==> src/rtl/core/wxdev_pkg.sv <==
// Package: letter tables, code points and shared types for the WX to Devanagari converter.
`timescale 1ns / 1ps
package wxdev_pkg;

   localparam logic [7:0] LETTER_BASE = 8'd65;
   localparam logic [7:0] CH_NUKTA    = 8'h5A; // 'Z'
   localparam logic [7:0] CH_A        = 8'h61; // 'a'
   localparam logic [7:0] CH_O        = 8'h6F; // 'o'
   localparam logic [7:0] CH_Y        = 8'h59; // 'Y'
   localparam logic [7:0] CH_AT       = 8'h40; // '@'
   localparam logic [7:0] CH_DASH     = 8'h2D; // '-'

   localparam logic [15:0] CP_HALANT  = 16'h094D;
   localparam logic [15:0] CP_CANDRA_O = 16'h0949;
   localparam logic [15:0] CP_NUKTA   = 16'h093C;

   localparam int QUEUE_DEPTH = 2;
   localparam int QCNT_W = $clog2(QUEUE_DEPTH + 1);

   typedef enum logic [1:0] {
      CLS_NONE  = 2'd0,
      CLS_CONS  = 2'd1,
      CLS_VOWEL = 2'd2
   } class_type;

   // One decided step: up to three code points, or a raw byte, plus flags.
   typedef struct packed {
      logic        raw;
      logic [7:0]  raw_byte;
      logic [15:0] cp0;
      logic [15:0] cp1;
      logic [15:0] cp2;
      logic        is_last;
      logic        text_end;
   } job_type;

   function automatic logic is_letter(input logic [7:0] b);
      return (b >= 8'h41 && b <= 8'h5A) || (b >= 8'h61 && b <= 8'h7A);
   endfunction

   function automatic logic in_run(input logic [7:0] b);
      return is_letter(b) || (b >= 8'h30 && b <= 8'h39) || b == CH_DASH;
   endfunction

   function automatic logic [15:0] glyph_cp(input logic [7:0] b);
      logic [15:0] r;
      r = 16'h0000;
      case (b)
         8'h41: r = 16'h0906; 8'h42: r = 16'h092D; 8'h43: r = 16'h091B;
         8'h44: r = 16'h0922; 8'h45: r = 16'h0910; 8'h46: r = 16'h091E;
         8'h47: r = 16'h0918; 8'h48: r = 16'h0903; 8'h49: r = 16'h0908;
         8'h4A: r = 16'h091D; 8'h4B: r = 16'h0916; 8'h4D: r = 16'h0902;
         8'h4E: r = 16'h0923; 8'h4F: r = 16'h0914; 8'h50: r = 16'h092B;
         8'h51: r = 16'h0960; 8'h52: r = 16'h0937; 8'h53: r = 16'h0936;
         8'h54: r = 16'h0920; 8'h55: r = 16'h090A; 8'h57: r = 16'h0925;
         8'h58: r = 16'h0927; 8'h5A: r = 16'h093C;
         8'h61: r = 16'h0905; 8'h62: r = 16'h092C; 8'h63: r = 16'h091A;
         8'h64: r = 16'h0921; 8'h65: r = 16'h090F; 8'h66: r = 16'h0919;
         8'h67: r = 16'h0917; 8'h68: r = 16'h0939; 8'h69: r = 16'h0907;
         8'h6A: r = 16'h091C; 8'h6B: r = 16'h0915; 8'h6C: r = 16'h0932;
         8'h6D: r = 16'h092E; 8'h6E: r = 16'h0928; 8'h6F: r = 16'h0913;
         8'h70: r = 16'h092A; 8'h71: r = 16'h090B; 8'h72: r = 16'h0930;
         8'h73: r = 16'h0938; 8'h74: r = 16'h091F; 8'h75: r = 16'h0909;
         8'h76: r = 16'h0935; 8'h77: r = 16'h0924; 8'h78: r = 16'h0926;
         8'h79: r = 16'h092F; 8'h7A: r = 16'h0901;
         default: r = 16'h0000;
      endcase
      return r;
   endfunction

   function automatic logic [15:0] sign_cp(input logic [7:0] b);
      logic [15:0] r;
      r = 16'h0000;
      case (b)
         8'h41: r = 16'h093E; 8'h45: r = 16'h0948; 8'h48: r = 16'h0903;
         8'h49: r = 16'h0940; 8'h4D: r = 16'h0902; 8'h4F: r = 16'h094C;
         8'h51: r = 16'h0944; 8'h55: r = 16'h0942; 8'h5A: r = 16'h093C;
         8'h65: r = 16'h0947; 8'h69: r = 16'h093F; 8'h6F: r = 16'h094B;
         8'h71: r = 16'h0943; 8'h75: r = 16'h0941; 8'h7A: r = 16'h0901;
         default: r = 16'h0000;
      endcase
      return r;
   endfunction

   function automatic class_type letter_class(input logic [7:0] b);
      class_type r;
      r = CLS_NONE;
      if (is_letter(b)) begin
         if (sign_cp(b) != 16'h0000 || b == CH_A) begin
            r = CLS_VOWEL;
         end else if (glyph_cp(b) != 16'h0000) begin
            r = CLS_CONS;
         end
      end
      return r;
   endfunction

endpackage

==> src/rtl/core/wxdev_queue.sv <==
// Two-entry job queue between the front end and the byte serializer.
`timescale 1ns / 1ps
module wxdev_queue import wxdev_pkg::*; (
   input  logic    clock,
   input  logic    reset,
   input  logic    wr_valid,
   output logic    wr_ready,
   input  job_type wr_job,
   output logic    rd_valid,
   input  logic    rd_ready,
   output job_type rd_job
);

   job_type            mem_ff [QUEUE_DEPTH];
   logic               wp_ff, wp_in, rp_ff, rp_in;
   logic [QCNT_W-1:0]  cnt_ff, cnt_in;
   logic               wr_go, rd_go;

   assign wr_ready = cnt_ff != QCNT_W'(QUEUE_DEPTH);
   assign rd_valid = cnt_ff != '0;
   assign rd_job = mem_ff[rp_ff];
   assign wr_go = wr_valid && wr_ready;
   assign rd_go = rd_valid && rd_ready;

   always_comb begin
      wp_in = wr_go ? ~wp_ff : wp_ff;
      rp_in = rd_go ? ~rp_ff : rp_ff;
      cnt_in = cnt_ff + QCNT_W'(wr_go) - QCNT_W'(rd_go);
   end

   always_ff @(posedge clock) begin
      if (wr_go) mem_ff[wp_ff] <= wr_job;
      if (reset) begin
         wp_ff <= 1'b0;
         rp_ff <= 1'b0;
         cnt_ff <= '0;
      end else begin
         wp_ff <= wp_in;
         rp_ff <= rp_in;
         cnt_ff <= cnt_in;
      end
   end

endmodule

==> config.mk <==
export PLATFORM = sky130hd
export DESIGN_NAME = wxdev_queue
export DESIGN_NICKNAME = d
export VERILOG_FILES = /design/src/rtl/core/wxdev_pkg.sv /design/src/rtl/core/wxdev_queue.sv
export SDC_FILE = /design/constraint.sdc
export NUM_CORES = 1
export LEC_CHECK = 0
export ABC_AREA = 1
export ABC_CLOCK_PERIOD_IN_PS = 4700
export BUFFER_PORTS_ARGS = -buffer_cell sky130_fd_sc_hd__buf_2
export CAP_MARGIN = 10
export CORE_ASPECT_RATIO = 0.6
export CORE_MARGIN = 4
export CORE_UTILIZATION = 45
export DETAILED_ROUTE_END_ITERATION = 8
export PLACE_DENSITY = 0.66
export SLEW_MARGIN = 30
export SYNTH_ARGS = -nofsm -noshare
export SYNTH_HDL_FRONTEND = slang
export SYNTH_SLANG_ARGS = --single-unit
==> constraint.sdc <==
create_clock -name clock -period 4.7 [get_ports clock]
set_input_delay 0.235 -clock clock [delete_from_list [all_inputs] [get_ports clock]]
set_output_delay 0.235 -clock clock [all_outputs]
set_load 0.005 [all_outputs]
## Yosys cells after proc, flatten, opt, wreduce, memory -nomap -nowiden

Memory sizes are Yosys's and may differ from the RTL's. A register that Yosys moved wholly into a read port is not among the register bits.
Cells that the tools add are included.

| storage, ports and cells | value |
|---|---|
| word-level logic and storage cells | 16 |
| bits in registers | 4 |
| bits in read-only memories | 0 |
| bits in writable memories | 118 |
| latch bits | 0 |
| memories | 1 |

Memory list:

| memory | words | bits a word | read ports | clocked after Yosys merged registers in | write ports | line | source |
|---|---|---|---|---|---|---|---|
| mem_ff | 2 | 59 | 1 | 1 | 1 | wxdev_queue.sv:14 | `job_type mem_ff [QUEUE_DEPTH];` |

| cells by class | value |
|---|---|
| reductions and logical operators | 3 |
| div/mod/pow operators | 0 |
| multipliers | 0 |
| mux-type cells | 4 |
| bitwise gates (word level) | 2 |
| $add $sub $neg | 2 |
| eq/ne operators | 1 |
| shift-type cells | 0 |
| $lt $le $gt $ge | 0 |

Operator list:

| kind | count |
|---|---|
| two-way mux 1 bit | 4 |
| adder 2 x 1 -> 2 bit | 1 |
| logical AND 1 bit | 2 |
| != test 2 bit (second input constant) | 1 |
| NOT 1 bit | 2 |
| nonzero test 2 bit | 1 |
| subtractor 2 x 1 -> 2 bit | 1 |

## Logic depth before layout (Yosys ltp)

| depth | value |
|---|---|
| depth in word-level cells | 4 |
| gate-level depth with buffers | 11 |

## Worst setup path after synthesis

No wires, ideal clock.

| timing | value |
|---|---|
| path type | reg-to-reg |
| from | reg cnt_ff[0] |
| to | mem mem_ff[0][0] (netlist bit), enable pin |
| data arrival time | 3.052 ns |
| path slack | 1.172 ns |
| setup time | 0.476 ns |
| period minus slack after synthesis | 3.528 ns |
| stages on the path, launching flop included | 5 |
| cells stage by stage | dfxtp_1 -> inv_1 -> nand2_1 -> nand2_1 -> nor2_1 |

| on the way | value |
|---|---|
| longest elaborated chain between the ends | 4 |

Ends and longest elaborated chain:

| element | line | source |
|---|---|---|
| start: declaration | wxdev_queue.sv:16 | `logic [QCNT_W-1:0] cnt_ff, cnt_in;` |
| start signal: assignment | wxdev_queue.sv:40 | `cnt_ff <= cnt_in;` |
| != test 2 bit | wxdev_queue.sv:19 | `assign wr_ready = cnt_ff != QCNT_W'(QUEUE_DEPTH);` |
| via wr_ready | wxdev_queue.sv:7 | `output logic wr_ready,` |
| logical AND 1 bit | wxdev_queue.sv:22 | `assign wr_go = wr_valid && wr_ready;` |
| two-way mux 1 bit | wxdev_queue.sv:32 | `if (wr_go) mem_ff[wp_ff] <= wr_job;` |
| two-way mux 1 bit (not written as such) | wxdev_queue.sv:32 |  |
| end: declaration | wxdev_queue.sv:14 |  |

The timed path passes the listed nets, and every way through them passes these cells.

==> metrics <==
Internal 2.65 mW; Final min period 2.56 ns; Initial Utilization 46.2%; Multi-input gate area 823 um2; Worst Path Required 4.47 ns; Total Routing Usage GR 15.3%; # nets final 438; Synthesized Nets 286; io pins 124; gp weighted congestion 0.780; die area 0.0118 mm2; CP Class flip-flop to output port; Switching Share 22.9%; CP endpoint kind output port; CTS tree done; Fillers 729; Final Max Tran Viols 0; Root Buffer clkbuf_16; Pwr Total 3.44 mW; H-tree Lvls 4; Post-CTS Setup Repair Bufs 0; Bufs on Longest Clock Path 2; final core utilization 61.7%; worst-path maximum fanout 34; Final period util 54.4%; CTS Buf Count 17; NetSw 788 uW; Worst EP arrival 2.32 ns; synthesized instance count 221; Clk pwr share 38.9%; status finished clean; largest net degree at the start of global routing 35; clk_lat worst skew 0.40 ns; Peak VDD IR 0.338 mV; Post-Route WL 8450 um; worst hold path type input pin to flip-flop; Reg area 0.00364 mm2; dpl cells 476; Finished Layout Cells 520; P per Cell Area 566 mW/mm2; pin slew with the least headroom to its limit 0.834 ns; Leak Pwr 2.36 nW; WHS 0.0219 ns; Die W 138 um; skew final 0.00525 ns; clock slew at reported path FFs 0.05 ns; Num Clock Sinks 123; critical path startpoint category flip-flop; core region area 0.00984 mm2; via count 2515; Seq pwr share 42.5%; post-synthesis sequential area ratio 80.1%; final hold vios 0; Detailed Routing Iterations Pass 1 4; Vias/cell 4.84; slew margin rel. 44.4%; share of cells above drive strength 1 55.7%; Starting DRT DRC Count 107; Synth Warn # 0; DRC viols 0; Post-DRT Antenna Nets 0; first-pass GRT wire length 13000 um; initial antenna violation count 0; IO buf count 123; vias in the first global route 2563; max frequency 391 MHz; synthesized flop and latch total 123; max cap viols 0; cell row count 28; Synth Area per Inst 20.6 um2; RSZ-0062 raised after global routing false; Die Y 85.9 um; Cell Area, Synth 0.00455 mm2; Area growth, synth to finish 33.6%; post-synthesis cell type count 13; Fin Setup TNS 0 ns; total global routing overflow 0; Detailed Place HPWL 5640 um; Setup violations, final 0; Combinational Power Share 18.7%; routed length per placed instance 16.3 um
==> power by group through the flow <==
stage	Clock, mW	Combinational, mW	Sequential, mW
global route	1.42	0.710	1.48
detailed placement	0	0.640	1.48
global placement	0	0.623	1.48
floorplan	0	0.405	1.45
finish	1.34	0.642	1.46
CTS	1.37	0.652	1.46
==> flip-flops by register name, summed over array words and instances (netlist names), named ones only <==
| signal | cells |
|---|---|
| rp_ff | 1 |
| wp_ff | 1 |
| cnt_ff | 2 |
| mem_ff | 118 |
==> cells by family (layout without fill, tap and decap cells) <==
family / count (synthesis) / count (layout) / synth area share, %
other: 0 / 1 / 0
muxes: 59 / 59 / 15.4
and+or+nand+nor: 20 / 20 / 1.73
buffers and inverters: 15 / 178 / 1.93
adders and majority gates: 2 / 2 / 0.550
DFF: 123 / 123 / 80.1
AOI/OAI and AO/OA: 2 / 2 / 0.220
==> synthesized netlist by cell type <==
library cell / instances / area, um2
nand3_1: 3 / 15.0
mux2_2: 49 / 552
nor2_1: 9 / 33.8
dfxtp_1: 5 / 100
mux2_4: 10 / 150
inv_1: 8 / 30.0
buf_8: 1 / 15.0
edfxtp_1: 118 / 3540
a21oi_1: 2 / 10.0
nand2_1: 8 / 30.0
buf_2: 4 / 20.0
buf_6: 2 / 22.5
ha_1: 2 / 25.0
==> layout make-up <==
class	count	share of cell area [%]
well taps	135	2.78
inverters	8	0.494
clock buffers	19	7.13
multi-input cells	83	13.6
repair buffers	140	13.1
clock inverters	11	2.90
flip-flops and latches	123	60.0
diodes	1	0.0412
==> per-layer routing <==
metal / global-route usage (%) / wire length, um / vias up / share of wire, %
met4: 7.00 / 148 / 0 / 1.8
met3: 7.09 / 946 / 15 / 11
met2: 21.5 / 3550 / 111 / 42
met5: 0 / 0 / - / 0
met1: 20.3 / 3810 / 1231 / 45
li1: - / - / 1158 / -
==> repair_timing <==
item,4_1_cts,5_1_grt
resized for setup,0,0
hold buffers,12,1
endpoints found under the hold margin,21,2
==> cells in the final DEF, fill, tap and decap left out, drive strengths merged <==
master / synthesis / layout
dlygate4sd3: 0 / 13
edfxtp: 118 / 118
mux2: 59 / 59
clkbuf: 0 / 19
nand2: 8 / 8
inv: 8 / 8
nand3: 3 / 3
clkinv: 0 / 6
a21oi: 2 / 2
dfxtp: 5 / 5
diode: 0 / 1
buf: 7 / 127
bufinv: 0 / 5
nor2: 9 / 9
ha: 2 / 2
==> per-stage QoR <==
stage                     setup slack, ns  area (um2)
after floorplan                      1.17        4550
after global routing                 1.97        6070
final                                2.14        6070
after global placement               2.44        5310
after CTS                            2.07        6060
after detailed placement             2.52        5330
==> critical path, stage by stage (launching register included) <==
cell	delay, ns
dfxtp_2	0.87
buf_4	0.51
mux2_2	0.39
buf_2	0.13
==> final timing paths <==
kind	start	end	slack [ns]	cells past startpoint
setup / recovery	flip-flop	rd_job[3]	2.14	3
hold / removal	wr_job[55]	mem_ff[0][55]$_DFFE_PP_	0.02	1
setup reg to reg	cnt_ff[0]$_SDFF_PP0_	mem_ff[1][30]$_DFFE_PP_	2.65	5
hold reg to reg	rp_ff$_SDFFE_PP0P_	flip-flop	0.51	2
No activity file was read; power rests on OpenSTA's default activity.
