<file path="src/rtl/core/wxdev_pkg.sv">
// Package: letter tables, code points and shared types for the WX to Devanagari converter.
`timescale 1ns / 1ps
package wxdev_pkg;

   localparam logic [7:0] LETTER_BASE = 8'd65;
   localparam logic [7:0] CH_NUKTA    = 8'h5A; // 'Z'
   localparam logic [7:0] CH_A        = 8'h61; // 'a'
   localparam logic [7:0] CH_O        = 8'h6F; // 'o'
   localparam logic [7:0] CH_Y        = 8'h59; // 'Y'
   localparam logic [7:0] CH_AT       = 8'h40; // '@'
   localparam logic [7:0] CH_DASH     = 8'h2D; // '-'

   localparam logic [15:0] CP_HALANT  = 16'h094D;
   localparam logic [15:0] CP_CANDRA_O = 16'h0949;
   localparam logic [15:0] CP_NUKTA   = 16'h093C;

   localparam int QUEUE_DEPTH = 2;
   localparam int QCNT_W = $clog2(QUEUE_DEPTH + 1);

   typedef enum logic [1:0] {
      CLS_NONE  = 2'd0,
      CLS_CONS  = 2'd1,
      CLS_VOWEL = 2'd2
   } class_type;

   // One decided step: up to three code points, or a raw byte, plus flags.
   typedef struct packed {
      logic        raw;
      logic [7:0]  raw_byte;
      logic [15:0] cp0;
      logic [15:0] cp1;
      logic [15:0] cp2;
      logic        is_last;
      logic        text_end;
   } job_type;

   function automatic logic is_letter(input logic [7:0] b);
      return (b >= 8'h41 && b <= 8'h5A) || (b >= 8'h61 && b <= 8'h7A);
   endfunction

   function automatic logic in_run(input logic [7:0] b);
      return is_letter(b) || (b >= 8'h30 && b <= 8'h39) || b == CH_DASH;
   endfunction

   function automatic logic [15:0] glyph_cp(input logic [7:0] b);
      logic [15:0] r;
      r = 16'h0000;
      case (b)
         8'h41: r = 16'h0906; 8'h42: r = 16'h092D; 8'h43: r = 16'h091B;
         8'h44: r = 16'h0922; 8'h45: r = 16'h0910; 8'h46: r = 16'h091E;
         8'h47: r = 16'h0918; 8'h48: r = 16'h0903; 8'h49: r = 16'h0908;
         8'h4A: r = 16'h091D; 8'h4B: r = 16'h0916; 8'h4D: r = 16'h0902;
         8'h4E: r = 16'h0923; 8'h4F: r = 16'h0914; 8'h50: r = 16'h092B;
         8'h51: r = 16'h0960; 8'h52: r = 16'h0937; 8'h53: r = 16'h0936;
         8'h54: r = 16'h0920; 8'h55: r = 16'h090A; 8'h57: r = 16'h0925;
         8'h58: r = 16'h0927; 8'h5A: r = 16'h093C;
         8'h61: r = 16'h0905; 8'h62: r = 16'h092C; 8'h63: r = 16'h091A;
         8'h64: r = 16'h0921; 8'h65: r = 16'h090F; 8'h66: r = 16'h0919;
         8'h67: r = 16'h0917; 8'h68: r = 16'h0939; 8'h69: r = 16'h0907;
         8'h6A: r = 16'h091C; 8'h6B: r = 16'h0915; 8'h6C: r = 16'h0932;
         8'h6D: r = 16'h092E; 8'h6E: r = 16'h0928; 8'h6F: r = 16'h0913;
         8'h70: r = 16'h092A; 8'h71: r = 16'h090B; 8'h72: r = 16'h0930;
         8'h73: r = 16'h0938; 8'h74: r = 16'h091F; 8'h75: r = 16'h0909;
         8'h76: r = 16'h0935; 8'h77: r = 16'h0924; 8'h78: r = 16'h0926;
         8'h79: r = 16'h092F; 8'h7A: r = 16'h0901;
         default: r = 16'h0000;
      endcase
      return r;
   endfunction

   function automatic logic [15:0] sign_cp(input logic [7:0] b);
      logic [15:0] r;
      r = 16'h0000;
      case (b)
         8'h41: r = 16'h093E; 8'h45: r = 16'h0948; 8'h48: r = 16'h0903;
         8'h49: r = 16'h0940; 8'h4D: r = 16'h0902; 8'h4F: r = 16'h094C;
         8'h51: r = 16'h0944; 8'h55: r = 16'h0942; 8'h5A: r = 16'h093C;
         8'h65: r = 16'h0947; 8'h69: r = 16'h093F; 8'h6F: r = 16'h094B;
         8'h71: r = 16'h0943; 8'h75: r = 16'h0941; 8'h7A: r = 16'h0901;
         default: r = 16'h0000;
      endcase
      return r;
   endfunction

   function automatic class_type letter_class(input logic [7:0] b);
      class_type r;
      r = CLS_NONE;
      if (is_letter(b)) begin
         if (sign_cp(b) != 16'h0000 || b == CH_A) begin
            r = CLS_VOWEL;
         end else if (glyph_cp(b) != 16'h0000) begin
            r = CLS_CONS;
         end
      end
      return r;
   endfunction

endpackage

</file>
<file path="src/rtl/core/wxdev_back.sv">
// Back end: serializes each job to registered UTF-8 bytes, one per cycle unless stalled.
`timescale 1ns / 1ps
module wxdev_back import wxdev_pkg::*; (
   input  logic       clock,
   input  logic       reset,
   input  logic       job_valid,
   output logic       job_ready,
   input  job_type    job,
   output logic       rsp_valid,
   input  logic       rsp_ready,
   output logic [7:0] rsp_out_byte,
   output logic       rsp_out_last,
   output logic       rsp_out_text_end
);

   // Flat list of up to nine bytes for the current job.
   logic [7:0] bytes [9];
   logic [3:0] nbytes;
   logic [3:0] idx_ff, idx_in;
   logic       oval_ff, oval_in;
   logic [7:0] obyte_ff, obyte_in;
   logic       olast_ff, olast_in, oend_ff, oend_in;
   logic       take, final_byte;
   logic [15:0] cps [3];
   logic [3:0]  n;

   always_comb begin
      cps[0] = job.cp0; cps[1] = job.cp1; cps[2] = job.cp2;
      for (int i = 0; i < 9; i++) bytes[i] = 8'h00;
      n = 4'd0;
      if (job.raw) begin
         bytes[0] = job.raw_byte;
         n = 4'd1;
      end else begin
         for (int k = 0; k < 3; k++) begin
            if (cps[k] != 16'h0000) begin
               bytes[n]        = 8'hE0;
               bytes[n + 4'd1] = 8'h80 | {2'b00, cps[k][11:6]};
               bytes[n + 4'd2] = 8'h80 | {2'b00, cps[k][5:0]};
               n = n + 4'd3;
            end
         end
      end
      nbytes = n;
   end

   assign take = job_valid && (!oval_ff || rsp_ready);
   assign final_byte = (idx_ff + 4'd1) >= nbytes;
   assign job_ready = take && final_byte;

   always_comb begin
      idx_in = idx_ff;
      oval_in = oval_ff && !rsp_ready;
      obyte_in = obyte_ff;
      olast_in = olast_ff;
      oend_in = oend_ff;
      if (take) begin
         oval_in = 1'b1;
         obyte_in = bytes[idx_ff];
         olast_in = final_byte && job.is_last;
         oend_in = final_byte && job.text_end;
         idx_in = final_byte ? 4'd0 : idx_ff + 4'd1;
      end
   end

   always_ff @(posedge clock) begin
      obyte_ff <= obyte_in;
      olast_ff <= olast_in;
      oend_ff <= oend_in;
      if (reset) begin
         idx_ff <= '0;
         oval_ff <= 1'b0;
      end else begin
         idx_ff <= idx_in;
         oval_ff <= oval_in;
      end
   end

   assign rsp_valid = oval_ff;
   assign rsp_out_byte = obyte_ff;
   assign rsp_out_last = olast_ff;
   assign rsp_out_text_end = oend_ff;

endmodule

</file>
<file path="config.mk">
export PLATFORM = sky130hd
export DESIGN_NAME = wxdev_back
export DESIGN_NICKNAME = d
export VERILOG_FILES = /design/src/rtl/core/wxdev_pkg.sv /design/src/rtl/core/wxdev_back.sv
export SDC_FILE = /design/constraint.sdc
export NUM_CORES = 1
export LEC_CHECK = 0
export BUFFER_PORTS_ARGS = -buffer_cell sky130_fd_sc_hd__buf_2
export CELL_PAD_IN_SITES_DETAIL_PLACEMENT = 1
export CELL_PAD_IN_SITES_GLOBAL_PLACEMENT = 1
export CORE_ASPECT_RATIO = 0.75
export CORE_MARGIN = 2
export CORE_UTILIZATION = 33
export CTS_CLUSTER_SIZE = 10
export DETAILED_ROUTE_END_ITERATION = 16
export PLACE_DENSITY = 0.76
export SLEW_MARGIN = 10
export SYNTH_ARGS = -nofsm -noshare
export SYNTH_HDL_FRONTEND = slang
export SYNTH_SLANG_ARGS = --single-unit
</file>
<file path="constraint.sdc">
create_clock -name clock -period 3.65 [get_ports clock]
set_clock_uncertainty 0.15 [all_clocks]
set_input_delay 0.365 -clock clock [delete_from_list [all_inputs] [get_ports clock]]
set_output_delay 0.365 -clock clock [all_outputs]
set_load 0.05 [all_outputs]
</file>
Word level (Yosys, flattened, before mapping)
Cells that the tools add are included.
{"block": "word_totals", "regBits": 15, "in_bits": 63, "output_inout_bits": 12, "elab_cells": 90}
{"block": "op_classes", "addsub": 7, "order_cmp": 14, "muxes": 34, "bitwise_logic": 13, "reduce_logical": 17}
{"operator": "72-bit bitwise mux", "n": 4}
{"operator": "72-bit two-way mux", "n": 3}
{"operator": "8-bit demux with 4-bit select", "n": 6}
{"operator": "45-bit bitwise AND", "n": 2}
{"operator": "45-bit inverter", "n": 2}
{"operator": "8-bit two-way mux", "n": 9}
{"operator": "64-bit two-way mux", "n": 1}
{"operator": "27-bit OR", "n": 2}
{"operator": "24-bit two-way mux", "n": 2}
{"operator": "16-bit nonzero test", "n": 3}
{"operator": "5-bit greater-or-equal comparator, second input constant", "n": 7}
{"operator": "4-bit inverter with 5-bit output", "n": 7}
{"operator": "8-bit binary-select mux with 4-bit select", "n": 1}
{"operator": "5-bit by 1-bit less-than comparator with 1-bit output, second input constant", "n": 6}
{"operator": "4-bit two-way mux", "n": 6}
{"operator": "4-bit by 2-bit adder with 4-bit output, second input constant", "n": 4}
{"operator": "4-bit by 1-bit adder with 4-bit output, second input constant", "n": 3}
{"operator": "1-bit logical AND", "n": 11}
{"operator": "4-bit greater-or-equal comparator", "n": 1}
{"operator": "1-bit zero test", "n": 2}
{"operator": "2-bit two-way mux", "n": 1}
{"operator": "1-bit logical OR", "n": 1}
{"operator": "1-bit two-way mux", "n": 1}

Longest topological paths before layout
{"block": "logic_depth", "ltp_word": 22, "depth_mapped": 16, "ltp_nobuf": 13}

Worst setup path before layout
Ideal clock, no wire load.
{"block": "synth_timing", "kind": "input -> output", "start": "in job[48] in the netlist's numbering", "end": "out job_ready", "arrival_time_ns": 3.338, "required_ns": 3.135, "slack_ns": -0.203, "stages": 15, "n_path_buf": 3, "path_cell_list": "nor4_1 -> and4_1 -> buf_2 -> inv_1 -> ha_1 -> clkbuf_1 -> clkbuf_1 -> nor2_1 -> o21ai_0 -> ha_1 -> nand2b_1 -> a21o_1 -> a21o_1 -> a21oi_1 -> nor2_1"}
{"block": "synth_via", "elab_chain_len": 11}
{"element": "start, declared", "line_no": "wxdev_back.sv:8", "rtl": "input job_type job,"}
{"element": "16-bit nonzero test (*)", "line_no": "wxdev_back.sv:36", "rtl": "if (cps[k] != 16'h0000) begin"}
{"element": "2-bit two-way mux (*)", "line_no": "wxdev_back.sv:36"}
{"element": "4-bit two-way mux (*)", "line_no": "wxdev_back.sv:31", "rtl": "if (job.raw) begin"}
{"element": "4-bit by 2-bit adder with 4-bit output", "line_no": "wxdev_back.sv:40", "rtl": "n = n + 4'd3;"}
{"element": "4-bit two-way mux (*)", "line_no": "wxdev_back.sv:36"}
{"element": "4-bit two-way mux (*)", "line_no": "wxdev_back.sv:31"}
{"element": "4-bit by 2-bit adder with 4-bit output", "line_no": "wxdev_back.sv:40"}
{"element": "4-bit two-way mux (*)", "line_no": "wxdev_back.sv:36"}
{"element": "4-bit two-way mux (*)", "line_no": "wxdev_back.sv:31"}
{"element": "4-bit greater-or-equal comparator (*)", "line_no": "wxdev_back.sv:48", "rtl": "assign final_byte = (idx_ff + 4'd1) >= nbytes;"}
{"element": "1-bit logical AND (*)", "line_no": "wxdev_back.sv:49", "rtl": "assign job_ready = take && final_byte;"}
{"element": "end, declared", "line_no": "wxdev_back.sv:7", "rtl": "output logic job_ready,"}
Mark *: on every way between the ends. The rest lies on a longest branch, timed or not. The select of a mux whose other input is x is not followed.

Worst setup path after layout
{"block": "layout_timing", "start": "in job[43] in the netlist's numbering", "end": "out job_ready"}
The elaborated chain is that of the path after synthesis.

==> impl_results.md <==
- Status: finished, final reports clean
- Largest family of logic cells by synthesized area: compound AO/OA/AOI/OAI gates
- Setup TNS: 0 ns
- Power Density: 209 nW/µm²
- CP Capture Type: primary output
- Max Cap Viol: 0
- Worst R2R End: rsp_out_byte[1]$_DFFE_PP_
- Reg clk slew, reported paths: 0.07 ns
- Max VDD drop: 134 µV
- Commonest non-fill, non-tap cells in the layout: buf_2 (74), nand2_1 (41), o21ai_0 (28)
- Clock share of power: 0.222
- Mux cell area share after synthesis: 0.0413
- Worst slack, placed: 0.155 ns
- # DRC: 0
- Sequential Power Share: 0.320
- Unrepaired setup endpoints after global routing: no
- Hold slack: 0.155 ns
- Area Overhead vs Synth: 26.4%
- Slew at the pin with the worst max-slew slack: 0.766 ns
- Wire per inst: 22.0 µm
- Synthesized-area fraction occupied by and/or/nand/nor cells: 0.281
- Total number of vias: 3,261
- Crit-path cells: buf_2, nor4_2, and4_1, inv_1, ha_1, and2_1, o21ai_0, ha_1, nand2b_1, a21o_1, a21o_1, a21oi_2, nor2_2, buf_2
- Worst-path fanout max: 4
- Num ports: 75
- Post-detailed-route count of antenna-violating nets: 0
- Net Sw Power: 0.265 mW
- Die width: 103 µm
- Commonest non-fill, non-tap cell in the layout: buf_2
- Initial Util: 0.335
- Switching share of total power: 0.415
- IO Port Bufs: 74
- Crit start category: primary input
- RePlAce Congestion: 0.947
- Crit path kind: primary input to primary output
- Worst-case reg-to-reg path depth: 6
- Hold depth: 2
- Final Critical Period: 3.41 ns
- FF+latch count, synth: 15
- Tot Pwr: 0.639 mW
- Nets: 491
- Layout cell share with drive strength beyond 1: 0.285
- Antenna violations before repair: 1
- Avg Cell Area, Syn: 7.07 µm²
- CTS max path bufs: 2
- GRT overflow: 0
- Largest net degree at the start of global routing: 31
- Total GRT Usage: 0.287
- Synth Area in XOR/XNOR: 0.0144
- Hold Startpoint: reset
- Total Die Area: 8060 µm²
- Internal power: 0.374 mW
- DRT iter0 DRCs: 310
- Number of global-route vias before repair: 3,229
- Final hold viol count: 0
- Worst Setup SP: job[43]
- R2r setup slk: 0.90 ns
- Post-synth ARST share: 0
- Slowest CP cell: ha_1
- Unique masters post-synth: 55
- Hold-fix buffer count after cts: 0
- Row count: 27
- Mapped cell area: 2420 µm²
- Skew-Pair Late Insertion Delay: 0.25 ns
- H-tree depth: 1
- Final Cycle Share: 0.934
- Sequential area share after synthesis: 0.165
- Slew margin rel.: 0.487
- Compound-gate portion of the synthesized area: 0.379
- Hold Path End: rsp_valid$_SDFF_PP0_
- Antenna diodes: 0
- Core Area: 7230 µm²
- Syn_nets: 415
- Die Y-Extent: 78.2 µm
- CTS tree: built
- CTS Buf Count: 3
- Average vias per placed instance: 6.28
- Post-synth top flop: edfxtp_1
- Pre-antenna DRT Iters: 5
- Worst Hold Class: primary input to flip-flop
- Yosys warning count: 0
- Finished Cell Area: 3070 µm²
- Clock sinks: 15
- Worst setup margin: 0.242 ns
- Post-place instance area: 3000 µm²
- Required @ worst endpoint: 3.13 ns
- First-pass GRT wire length: 17,800 µm
- HPWL Detailed: 8840 µm
- Mapped Cells: 343
- Final-report setup violation count: 0
- Pins Over Slew Limit: 0
- Combinational share of power: 0.458
- Fmax: 293 MHz
- CP arrival: 2.89 ns
- Filler instances: 974
- Worst path max stage delay: 0.30 ns
- Final wirelength: 11,400 µm
- RR Startpoint: idx_ff[0]$_SDFFE_PP0P_
- Post-synth EDFFs: 10
- Clock root cell: clkbuf_8
- Leak: 1.22 nW
- Synth Area in Adders: 0.0464
Yosys cell counts (all sizes together) (3+ instances only):
library cell,n,share of area
o221ai,3,0.011
nand4,12,0.031
inv,12,0.019
nor3,5,0.010
a41oi,3,0.019
a31oi,13,0.034
a21oi,28,0.058
edfxtp,10,0.12
a211oi,3,0.011
mux2i,10,0.041
nand2b,4,0.010
nor4,13,0.058
dfxtp,5,0.041
o2bb2ai,4,0.014
a21o,3,0.0093
o21ai,33,0.070
nand2,41,0.063
ha,9,0.046
nand3b,3,0.0093
nor2b,3,0.0077
buf,14,0.027
nor2,21,0.033
a211o,3,0.011
xnor2,3,0.011
a221oi,4,0.014
o211ai,11,0.034
o311ai,3,0.011
nand3,16,0.033
a32oi,4,0.014
clkbuf,16,0.025
and2,3,0.0077
a22oi,4,0.012
power by group through the flow:
| stage | Clock [mW] | Combinational [mW] | Sequential, mW |
|---|---|---|---|
| after floorplan | 0 | 0.124 | 0.251 |
| after global placement | 0 | 0.279 | 0.208 |
| after detailed placement | 0 | 0.285 | 0.208 |
| after CTS | 0.142 | 0.285 | 0.205 |
| after global routing | 0.151 | 0.311 | 0.206 |
| final | 0.142 | 0.293 | 0.205 |
worst max-delay path by stage:
stage           endpoint  slack, ns  cells after the start
2_1_floorplan  job_ready      0.008                     15
3_3_place_gp   job_ready       0.22                     14
3_5_place_dp   job_ready       0.15                     14
4_1_cts        job_ready       0.15                     14
5_1_grt        job_ready       0.01                     13
6_report       job_ready       0.24                     14
stage by stage:
| step | util | cells |
|---|---|---|
| 3_3_place_gp | 0.415 | 515 |
| 4_1_cts | 0.421 | 519 |
| 6_report | 0.424 | 519 |
| 2_1_floorplan | - | 343 |
| 5_1_grt | 0.424 | 519 |
| 3_5_place_dp | 0.415 | 515 |
sequential cells by signal (all words and copies together), names as in the netlist:
name,cells
rsp_out_byte,8
rsp_out_last,1
rsp_valid,1
idx_ff,4
rsp_out_text_end,1
critical path, delay by kind of cell:
kind | cells | cell delay [ns]
buffers and inverters | 3 | 0.40
and+or+nand+nor | 5 | 0.86
AOI/OAI and AO/OA | 4 | 0.72
adders and majority gates | 2 | 0.55
kinds of logic after synthesis:
kind of cell / after synthesis
flip-flops: 15
multiplexers: 10
AO/OA/AOI/OAI: 135
adder cells (fa/ha/maj): 9
AND/OR/NAND/NOR: 127
buffers and inverters: 43
XOR/XNOR: 4
routing by layer:
layer / vias to the layer above / wire [µm] / global-route usage
met5: - / 0 / 0
met4: 0 / 145 / 0.0421
met3: 20 / 1410 / 0.106
met2: 188 / 4940 / 0.428
met1: 1572 / 4910 / 0.402
li1: 1481 / - / -
cell type report:
type	count	area, µm²	share of cell area
timing repair buffer	101	573	0.187
multi-input combinational	285	1870	0.610
clock buffer	3	41.3	0.0135
clock inverter	1	5.00	0.00163
tap	101	126	0.0412
inverter	13	48.8	0.0159
sequential	15	400	0.131
what timing repair did:
item / 4_1_cts / 5_1_grt
setup buffers: 0 / 0
setup endpoints to repair: 0 / 1
gates resized for setup: 0 / 4
(Power assumes the default switching activity.)
